===== config.mk =====
export PLATFORM = sky130hd
export DESIGN_NAME = delta_triggered_publish_gate_core
export DESIGN_NICKNAME = d
export VERILOG_FILES = /design/src/rtl/dtpg_pkg.sv /design/src/rtl/delta_triggered_publish_gate_core.sv
export SDC_FILE = /design/constraint.sdc
export NUM_CORES = 1
export LEC_CHECK = 0
export BUFFER_PORTS_ARGS = -buffer_cell sky130_fd_sc_hd__buf_2
export CAP_MARGIN = 0
export CORE_MARGIN = 5
export CORE_UTILIZATION = 60
export DETAILED_ROUTE_END_ITERATION = 8
export PLACE_DENSITY_LB_ADDON = 0.08
export SLEW_MARGIN = 30
export SYNTH_ARGS = -nofsm -noshare
export SYNTH_HDL_FRONTEND = slang
export SYNTH_SLANG_ARGS = --single-unit

===== constraint.sdc =====
create_clock -name i_clk -period 9.76 [get_ports i_clk]
set_input_delay 0.488 -clock i_clk [delete_from_list [all_inputs] [get_ports i_clk]]
set_output_delay 0.488 -clock i_clk [all_outputs]
set_load 0.01 [all_outputs]

===== src/rtl/dtpg_pkg.sv =====
`timescale 1ns / 1ps
`default_nettype none
// ----------------------------------------------------------------------------
// dtpg_pkg
// Shared types, codes and helpers for the send-on-delta publish gate.
// ----------------------------------------------------------------------------
package dtpg_pkg;

    localparam int TIME_BITS_DEF = 32;

    // request kinds carried on s_tuser
    localparam logic CMD_SAMPLE  = 1'b0;
    localparam logic CMD_OUTCOME = 1'b1;

    // configuration register indexes
    localparam int CFG_IDX_W = 3;
    localparam logic [CFG_IDX_W-1:0] REG_TEMP_THR  = 3'd0;
    localparam logic [CFG_IDX_W-1:0] REG_HUM_THR   = 3'd1;
    localparam logic [CFG_IDX_W-1:0] REG_PRESS_THR = 3'd2;
    localparam logic [CFG_IDX_W-1:0] REG_SOIL_THR  = 3'd3;
    localparam logic [CFG_IDX_W-1:0] REG_AIR_THR   = 3'd4;
    localparam logic [CFG_IDX_W-1:0] REG_RAIN_THR  = 3'd5;
    localparam logic [CFG_IDX_W-1:0] REG_FORCE_PER = 3'd6;
    localparam logic [CFG_IDX_W-1:0] REG_COOLDOWN  = 3'd7;

    // bit positions of the result fields in m_tdata
    localparam int OUT_PUB_BIT    = 0;
    localparam int OUT_DELTA_BIT  = 1;
    localparam int OUT_FORCE_BIT  = 2;
    localparam int OUT_COMMIT_BIT = 3;
    localparam int OUT_W          = 8;
    localparam int IN_W           = 128;

    typedef struct packed {
        logic signed [14:0] temp;
        logic [13:0]        hum;
        logic [23:0]        press;
        logic [13:0]        soil;
        logic [2:0]         air;
        logic [2:0]         rain;
    } t_snap;

    // millivolts to whole volts, saturating at 7
    function automatic logic [2:0] to_volts(input logic [12:0] mv);
        logic [2:0] v;
        if (mv >= 13'd7000)      v = 3'd7;
        else if (mv >= 13'd6000) v = 3'd6;
        else if (mv >= 13'd5000) v = 3'd5;
        else if (mv >= 13'd4000) v = 3'd4;
        else if (mv >= 13'd3000) v = 3'd3;
        else if (mv >= 13'd2000) v = 3'd2;
        else if (mv >= 13'd1000) v = 3'd1;
        else                     v = 3'd0;
        return v;
    endfunction

endpackage
`default_nettype wire


===== src/rtl/delta_triggered_publish_gate_core.sv =====
`timescale 1ns / 1ps
`default_nettype none
// ----------------------------------------------------------------------------
// delta_triggered_publish_gate_core
// Send-on-delta publish gate with forced period, cooldown and commit on ack.
// ----------------------------------------------------------------------------
// channel  | dir | handshake            | payload
// s_       | in  | s_tvalid / s_tready  | s_tdata sample fields, s_tuser kind
// m_       | out | m_tvalid / m_tready  | m_tdata four result flags
// cfg      | in  | i_cfg_valid / o_cfg_ready | i_cfg_index, i_cfg_data
//
// One request per cycle while m_ is not stalled; a request passes the
// input register, then the result register, before its result is on m_.
// All state updates happen in the single pass between the two, so the next
// request sees them at once. A stalled m_ side holds the result and backs
// up through s_tready. Reset clears control state, last-sent values and
// stamps, and loads the default thresholds, force period and cooldown.
// ----------------------------------------------------------------------------
module delta_triggered_publish_gate_core
    import dtpg_pkg::*;
#(
    parameter int TIME_BITS = TIME_BITS_DEF
) (
    input  wire                  i_clk,
    input  wire                  i_rst_n,
    input  wire                  s_tvalid,
    output logic                 s_tready,
    // [14:0] temperature, [28:15] humidity, [52:29] pressure, [66:53] soil,
    // [79:67] air_mv, [92:80] rain_mv, [124:93] now_ms, [125] send_ok
    input  wire  [IN_W-1:0]      s_tdata,
    // [0] cmd
    input  wire                  s_tuser,
    output logic                 m_tvalid,
    input  wire                  m_tready,
    // [0] do_publish, [1] delta_hit, [2] force_hit, [3] committed
    output logic [OUT_W-1:0]     m_tdata,
    input  wire                  i_cfg_valid,
    output logic                 o_cfg_ready,
    input  wire  [CFG_IDX_W-1:0] i_cfg_index,
    input  wire  [31:0]          i_cfg_data
);

    localparam int CMP_W = TIME_BITS + 32;

    // configuration
    logic [15:0] r_temp_thr;
    logic [13:0] r_hum_thr;
    logic [23:0] r_press_thr;
    logic [13:0] r_soil_thr;
    logic [2:0]  r_air_thr;
    logic [2:0]  r_rain_thr;
    logic [31:0] r_force_per;
    logic [31:0] r_cooldown;

    // pipeline
    logic         r_in_vld;
    logic         r_in_cmd;
    logic [125:0] r_in_data;
    logic         r_out_vld;
    logic [3:0]   r_out_flags;
    logic         advance;

    // state
    t_snap                r_sent;
    t_snap                r_pending;
    logic                 r_awaiting;
    logic [TIME_BITS-1:0] r_pub_time;
    logic [TIME_BITS-1:0] r_force_time;

    // single pass
    t_snap                snap;
    logic [CMP_W-1:0]     now_ext;
    logic [TIME_BITS-1:0] now_t;
    logic [TIME_BITS-1:0] force_diff;
    logic [TIME_BITS-1:0] pub_diff;
    logic signed [15:0]   temp_d;
    logic [15:0]          temp_abs;
    logic [13:0]          hum_abs;
    logic [23:0]          press_abs;
    logic [13:0]          soil_abs;
    logic [2:0]           air_abs;
    logic [2:0]           rain_abs;
    logic                 delta_hit;
    logic                 force_hit;
    logic                 cool_ok;
    logic                 pub;
    logic                 commit;
    logic [3:0]           n_out_flags;

    assign o_cfg_ready = 1'b1;
    assign advance     = !r_out_vld || m_tready;
    assign s_tready    = !r_in_vld || advance;
    assign m_tvalid    = r_out_vld;
    assign m_tdata     = {4'd0, r_out_flags};

    always_comb begin
        snap.temp  = r_in_data[14:0];
        snap.hum   = r_in_data[28:15];
        snap.press = r_in_data[52:29];
        snap.soil  = r_in_data[66:53];
        snap.air   = to_volts(r_in_data[79:67]);
        snap.rain  = to_volts(r_in_data[92:80]);
        now_ext    = {{TIME_BITS{1'b0}}, r_in_data[124:93]};
        now_t      = now_ext[TIME_BITS-1:0];

        temp_d    = {snap.temp[14], snap.temp} - {r_sent.temp[14], r_sent.temp};
        temp_abs  = temp_d[15] ? 16'(-temp_d) : 16'(temp_d);
        hum_abs   = (snap.hum >= r_sent.hum) ? snap.hum - r_sent.hum
                                             : r_sent.hum - snap.hum;
        press_abs = (snap.press >= r_sent.press) ? snap.press - r_sent.press
                                                 : r_sent.press - snap.press;
        soil_abs  = (snap.soil >= r_sent.soil) ? snap.soil - r_sent.soil
                                               : r_sent.soil - snap.soil;
        air_abs   = (snap.air >= r_sent.air) ? snap.air - r_sent.air
                                             : r_sent.air - snap.air;
        rain_abs  = (snap.rain >= r_sent.rain) ? snap.rain - r_sent.rain
                                               : r_sent.rain - snap.rain;

        force_diff = now_t - r_force_time;
        pub_diff   = now_t - r_pub_time;

        delta_hit = (r_in_cmd == CMD_SAMPLE) &&
                    ((temp_abs >= r_temp_thr) || (hum_abs >= r_hum_thr) ||
                     (press_abs >= r_press_thr) || (soil_abs >= r_soil_thr) ||
                     (air_abs >= r_air_thr) || (rain_abs >= r_rain_thr));
        force_hit = (r_in_cmd == CMD_SAMPLE) &&
                    ({{32{1'b0}}, force_diff} >= {{TIME_BITS{1'b0}}, r_force_per});
        cool_ok   = {{32{1'b0}}, pub_diff} >= {{TIME_BITS{1'b0}}, r_cooldown};
        pub       = (delta_hit || force_hit) && cool_ok;
        commit    = (r_in_cmd == CMD_OUTCOME) && r_awaiting && r_in_data[125];

        n_out_flags = '0;
        n_out_flags[OUT_PUB_BIT]    = pub;
        n_out_flags[OUT_DELTA_BIT]  = delta_hit;
        n_out_flags[OUT_FORCE_BIT]  = force_hit;
        n_out_flags[OUT_COMMIT_BIT] = commit;
    end

    always_ff @(posedge i_clk) begin
        if (!i_rst_n) begin
            r_in_vld     <= 1'b0;
            r_out_vld    <= 1'b0;
            r_awaiting   <= 1'b0;
            r_sent       <= '0;
            r_pub_time   <= '0;
            r_force_time <= '0;
            r_temp_thr   <= 16'd50;
            r_hum_thr    <= 14'd100;
            r_press_thr  <= 24'd10000;
            r_soil_thr   <= 14'd200;
            r_air_thr    <= 3'd1;
            r_rain_thr   <= 3'd1;
            r_force_per  <= 32'd60000;
            r_cooldown   <= 32'd1000;
        end else begin
            if (i_cfg_valid) begin
                case (i_cfg_index)
                    REG_TEMP_THR:  r_temp_thr  <= i_cfg_data[15:0];
                    REG_HUM_THR:   r_hum_thr   <= i_cfg_data[13:0];
                    REG_PRESS_THR: r_press_thr <= i_cfg_data[23:0];
                    REG_SOIL_THR:  r_soil_thr  <= i_cfg_data[13:0];
                    REG_AIR_THR:   r_air_thr   <= i_cfg_data[2:0];
                    REG_RAIN_THR:  r_rain_thr  <= i_cfg_data[2:0];
                    REG_FORCE_PER: r_force_per <= i_cfg_data;
                    REG_COOLDOWN:  r_cooldown  <= i_cfg_data;
                    default: ;
                endcase
            end
            if (s_tready) begin
                r_in_vld <= s_tvalid;
            end
            if (advance) begin
                r_out_vld <= r_in_vld;
            end
            // process the held request as it moves into the result register
            if (advance && r_in_vld) begin
                if (r_in_cmd == CMD_OUTCOME) begin
                    if (commit) begin
                        r_sent <= r_pending;
                    end
                    r_awaiting <= 1'b0;
                end else begin
                    if (force_hit) begin
                        r_force_time <= now_t;
                    end
                    if (pub) begin
                        r_awaiting <= 1'b1;
                        r_pub_time <= now_t;
                    end
                end
            end
        end
    end

    // payload registers
    always_ff @(posedge i_clk) begin
        if (s_tready && s_tvalid) begin
            r_in_cmd  <= s_tuser;
            r_in_data <= s_tdata[125:0];
        end
        if (advance && r_in_vld) begin
            r_out_flags <= n_out_flags;
            if (pub) begin
                r_pending <= snap;
            end
        end
    end

endmodule
`default_nettype wire


---- Yosys cells after proc, flatten, opt, wreduce, memory -nomap -nowiden ----
Cells that the tools add are included.
operators by class
  shift operators ......................... 0
  $lt $le $gt $ge ......................... 27
  reductions and logical operators ........ 32
  multipliers ............................. 0
  div/mod/pow operators ................... 0
  bitwise logic cells ..................... 1
  equal/unequal tests ..................... 7
  add/subtract/negate cells ............... 14
  multiplexer cells ....................... 22
operator list
  operator                                                                               count
  13-bit greater-or-equal comparator, second input constant                              6
  32-bit greater-or-equal comparator                                                     2
  32-bit subtractor                                                                      2
  14-bit greater-or-equal comparator                                                     4
  14-bit subtractor                                                                      4
  13-bit by 12-bit greater-or-equal comparator with 1-bit output, second input constant  4
  24-bit greater-or-equal comparator                                                     2
  24-bit subtractor                                                                      2
  3-bit 2-to-1 mux                                                                       10
  14-bit 2-to-1 mux                                                                      2
  13-bit by 10-bit greater-or-equal comparator with 1-bit output, second input constant  2
  13-bit by 11-bit greater-or-equal comparator with 1-bit output, second input constant  2
  24-bit 2-to-1 mux                                                                      1
  2-bit AND reduction                                                                    10
  16-bit greater-or-equal comparator                                                     1
  16-bit 2-to-1 mux                                                                      1
  16-bit negator                                                                         1
  15-bit by 15-bit subtractor with 16-bit output                                         1
  3-bit equality test, second input constant                                             4
  3-bit greater-or-equal comparator                                                      4
  3-bit subtractor                                                                       4
  3-bit AND reduction                                                                    3
  1-bit logical OR                                                                       8
  2-bit 2-to-1 mux                                                                       4
  other kinds (8)                                                                        19
storage, ports and cells
  memory bits (read-only) ................. 0
  memories kept ........................... 0
  memory bits (writable) .................. 0
  latch bits .............................. 0
  word-level logic and storage cells ...... 131
  input bits .............................. 169
  output and inout bits ................... 11
  bits in registers ....................... 482

---- Depth between registers and ports, before layout ----
  depth in word-level cells ............... 18
  gate-level depth with buffers ........... 28
  depth with buffers taken out ............ 26

---- Least setup slack after synthesis ----
No wires, ideal clock.
  kind .................................... register to register
  start point ............................. register r_in_data[29]
  end point ............................... register r_pending[0] in the netlist's numbering (enable)
  data required time ...................... 9.355 ns
  buffers on the path ..................... 2
  slack ................................... 2.986 ns
  cell stages (with the launch flop) ...... 27
  data arrival time ....................... 6.369 ns
  clock period less this slack ............ 6.774 ns
  setup time .............................. 0.405 ns
  cell sequence ........................... edfxtp_1 inv_1 ha_1 inv_1 fa_1 a21o_1 a2111oi_2 o31a_1 o21ai_2 a221oi_4 mux2_2 nor2_1 nor3_1 or4_1 a31o_1 xnor2_1 ha_1 nand4_1 nor4_1 o21ai_0 nand3_1 nor4_1 and4_1 and3_1 nor4b_1 clkbuf_1 buf_2
between the ends
  cells in the longest elaborated chain, start to end .. 11
  elaborated cells on any way between the ends .. 13
  classes of those cells .................. add/sub (2); order compare (2); mux (1); reduce/logical (8)
RTL lines
  item                                       line                                      text
  start, declared                            delta_triggered_publish_gate_core.sv:58   logic [125:0] r_in_data;
  start signal, assigned                     delta_triggered_publish_gate_core.sv:199  r_in_data <= s_tdata[125:0];
  24-bit subtractor (tied with other cells)  delta_triggered_publish_gate_core.sv:111  : r_sent.press - snap.press;
  24-bit 2-to-1 mux (*)                      delta_triggered_publish_gate_core.sv:110  press_abs = (snap.press >= r_sent.press) ? snap.press - r_sent.press
  24-bit greater-or-equal comparator (*)     delta_triggered_publish_gate_core.sv:124  (press_abs >= r_press_thr) || (soil_abs >= r_soil_thr) ||
  1-bit logical OR (*)                       delta_triggered_publish_gate_core.sv:123  ((temp_abs >= r_temp_thr) || (hum_abs >= r_hum_thr) ||
  1-bit logical OR (*) (2 in a row)          delta_triggered_publish_gate_core.sv:124
  1-bit logical OR (*)                       delta_triggered_publish_gate_core.sv:125  (air_abs >= r_air_thr) || (rain_abs >= r_rain_thr));
  1-bit logical AND (*)                      delta_triggered_publish_gate_core.sv:122  delta_hit = (r_in_cmd == CMD_SAMPLE) &&
  1-bit logical OR (*)                       delta_triggered_publish_gate_core.sv:129  pub = (delta_hit || force_hit) && cool_ok;
  1-bit logical AND (*)                      delta_triggered_publish_gate_core.sv:129
  2-bit AND reduction (no line) (*)          -
  end signal, assigned                       delta_triggered_publish_gate_core.sv:204  r_pending <= snap;
  end, declared                              delta_triggered_publish_gate_core.sv:65   t_snap r_pending;
Every way passes the cells marked *; elsewhere a longest branch is shown, timed or not.
A chain may end at the register's enable or synchronous reset.

---- Worst setup path after layout ----
  start point ............................. register r_in_data[29]
  end point ............................... register r_pub_time[14]
between the ends
  cells in the longest elaborated chain, start to end .. 11
  elaborated cells on any way between the ends .. 13
  classes of those cells .................. add/sub (2); order compare (2); mux (1); reduce/logical (8)
RTL lines
  item                                       line                                      text
  24-bit subtractor (tied with other cells)  delta_triggered_publish_gate_core.sv:111
  24-bit 2-to-1 mux (*)                      delta_triggered_publish_gate_core.sv:110
  24-bit greater-or-equal comparator (*)     delta_triggered_publish_gate_core.sv:124
  1-bit logical OR (*)                       delta_triggered_publish_gate_core.sv:123
  1-bit logical OR (*) (2 in a row)          delta_triggered_publish_gate_core.sv:124
  1-bit logical OR (*)                       delta_triggered_publish_gate_core.sv:125
  1-bit logical AND (*)                      delta_triggered_publish_gate_core.sv:122
  1-bit logical OR (*)                       delta_triggered_publish_gate_core.sv:129
  1-bit logical AND (*)                      delta_triggered_publish_gate_core.sv:129
  3-bit AND reduction (no line) (*)          -
  end signal, assigned                       delta_triggered_publish_gate_core.sv:188  r_pub_time <= now_t;
  end, declared                              delta_triggered_publish_gate_core.sv:67   logic [TIME_BITS-1:0] r_pub_time;
Marks and branches as above.

==> impl_results.md <==
- Status: finished clean
- Post_cts resized: 0
- Skew final: 12.6 ps
- Final Net Count: 3831
- Initial antenna violation count: 5
- Chip Width: 230 um
- Full die area: 53000 sq um
- Cell taking the most area after synthesis: edfxtp_1
- Multi-input logic area: 15700 sq um
- Worst setup EP type: flop
- Port buffer count: 166
- Worst Tran Pin Value: 953 ps
- Final setup TNS: 0 ps
- Sequential cell area: 11500 sq um
- Postcts setup bufs: 0
- Total congestion overflow: 0
- Vias per cell: 5.60
- Worst skew pair latency: 600 ps
- Max-cap violation count: 0
- Final period demand of the worst path: 7230 ps
- Routed WL per cell: 17.0 um
- Share of the synthesized area in the top cell type: 20.4%
- Crit start category: flop
- Tot GR Track Use: 25.2%
- Core area: 47800 sq um
- Root Driver: clkbuf_16
- CTS tree: yes
- Setup CP Type: flop to flop
- # rows: 80
- FILL cells: 3858
- Most common cell after layout, fill and taps aside: nand2_1
- H-tree depth: 2
- Clock buffer count from CTS: 52
- Maximum root-to-sink buffer count: 3
- IO Pins: 180
- Synth Area per Inst: 9.06 sq um
- Hold_ws: 56.3 ps
- Hold Crit Class: input pin to flop
- Starting Density: 60.8%
- CP max stage delay: 700 ps
- Hold path cells: 1
- Final core occ: 67.3%
- Pin count of the biggest net entering global routing: 131
- Most frequent cells in the layout: nand2_1, inv_1, ha_1, dfxtp_1, edfxtp_1
- Die Y: 230 um
- Netlist cell types: 75
- DPL Wire Length: 49.3 mm
- Slew headroom: 36.5%
- Non-Filler Instances: 3985
- CP arrival: 7750 ps
- Fin crit share: 74.1%
- Vias in the first global route: 22200
- FF+latch count, synth: 476
- First-pass GRT wire length: 111 mm
- Hold buffer count at cts: 0
- Async S/R FF share, synth: 0%
- WL final: 67.7 mm
- Ys flop type: dfxtp_1
- WP data required: 10280 ps
- P&R area growth vs syn: 10.6%
- Share of layout cells above drive strength 1: 8.88%
- Via Count: 22300
- Post-synth EDFFs: 198
- First-pass detailed-route iteration total: 5
- Sequential area share after synthesis: 39.6%
- Placed insts: 3881
- Fin. Hold Viols: 0
- RSZ-0062 raised after global routing: false
- Synthesized area: 29100 sq um
- Num Clock Sinks: 476
- DRC viols: 0
- Final slew viol count: 0
- GPL Wtd Cong: 0.907
- DRT iter0 DRCs: 1477
- Post-route ant nets: 0
- Reg2reg path depth: 26
- Peak supply drop: 0.168 mV
- Crit Path Max Fanout: 68
- Pleak: 13.0 nW
- Post-synthesis cell count: 3212
- Top post-synthesis cells by area: edfxtp_1, dfxtp_1, ha_1, nand2_1, inv_1
- Fmax: 138 MHz
- Final-report setup violation count: 0
- Slowest-stage cell, CP: buf_6
- PwrDens: 160 nW/um^2
- Yosys warnings: 0
- Clk slew on worst S/H paths: 60 ps
## cell usage after synthesis, drive strengths merged, types with 13 or more instances
master	count
nand2	536
inv	385
ha	327
dfxtp	278
edfxtp	198
a21boi	187
a21oi	175
a21o	140
nor2	110
clkbuf	107
mux2i	97
o21ai	92
xnor2	90
nor2b	59
o211ai	41
xor2	37
nand2b	30
nand4	29
nand3	28
nor3	27
o21bai	24
buf	21
a31oi	20
o21a	15
mux2	14
fa	13
## final cells by class
cell class	instances	share of cell area, %
multi-input combinational	2226	48.7
sequential	476	35.8
inverter	385	4.49
clock buffer	69	4.44
timing repair buffer	181	3.09
tap	615	2.39
clock inverter	29	1.07
antenna	4	0.0311
## worst max-delay path, delay by kind of cell, from the launching register on
family	cells	cell delay (ps)
AO/OA/AOI/OAI	7	1900
XOR/XNOR	1	170
adder cells (fa/ha/maj)	3	870
buffers and inverters	3	830
flip-flops	1	410
multiplexers	2	710
AND/OR/NAND/NOR	10	2190
## routing by layer
metal / share of wire [%] / global-route usage (%) / vias up
met4: 3.1 / 8.63 / 0
li1: - / - / 11200
met1: 46 / 33.7 / 10500
met2: 46 / 42.0 / 500
met3: 5.1 / 3.79 / 125
met5: 0 / 0 / -
## sequential cells by signal, indices dropped and copies added (netlist names), 16 cells and up
register and count:
r_cooldown 32, r_force_per 32, r_force_time 32, r_in_data 120
r_pending 73, r_press_thr 24, r_pub_time 32, r_sent 73
r_temp_thr 16
## final timing paths
kind	slack [ps]	from	end
min	60	s_tdata[10]	r_in_data[10]
max reg2reg	2530	r_in_data[29]	r_pub_time[14]
min reg2reg	460	r_pub_time[10]	r_pub_time[10]
max	2530	r_in_data[29]	r_pub_time[14]
## logic make-up after synthesis
| group | after synthesis | share of synthesized area [%] |
|---|---|---|
| mux | 111 | 3.89 |
| other cells | 2 | 0.0258 |
| buf+inv | 513 | 6.76 |
| compound gates | 776 | 18.0 |
| xor+xnor | 127 | 3.82 |
| fa+ha+maj | 340 | 15.0 |
| flops | 476 | 39.6 |
| simple gates | 867 | 13.0 |
## stage by stage
stage / total power, mW / cell area (sq um) / setup slack [ps]
4_1_cts: 5.19 / 32100 / 2580
3_5_place_dp: 3.14 / 30400 / 2610
5_1_grt: 5.40 / 32200 / 2040
2_1_floorplan: 2.89 / 29100 / 2990
3_3_place_gp: 3.10 / 30300 / 2090
6_report: 5.16 / 32200 / 2530
## power by group
| part | internal, mW | total [mW] | switching (mW) |
|---|---|---|---|
| clock | 1.22 | 2.04 | 0.826 |
| combinational | 0.388 | 0.908 | 0.520 |
| sequential | 2.15 | 2.20 | 0.0490 |
Note: power is estimated with default switching activity, not from simulation.
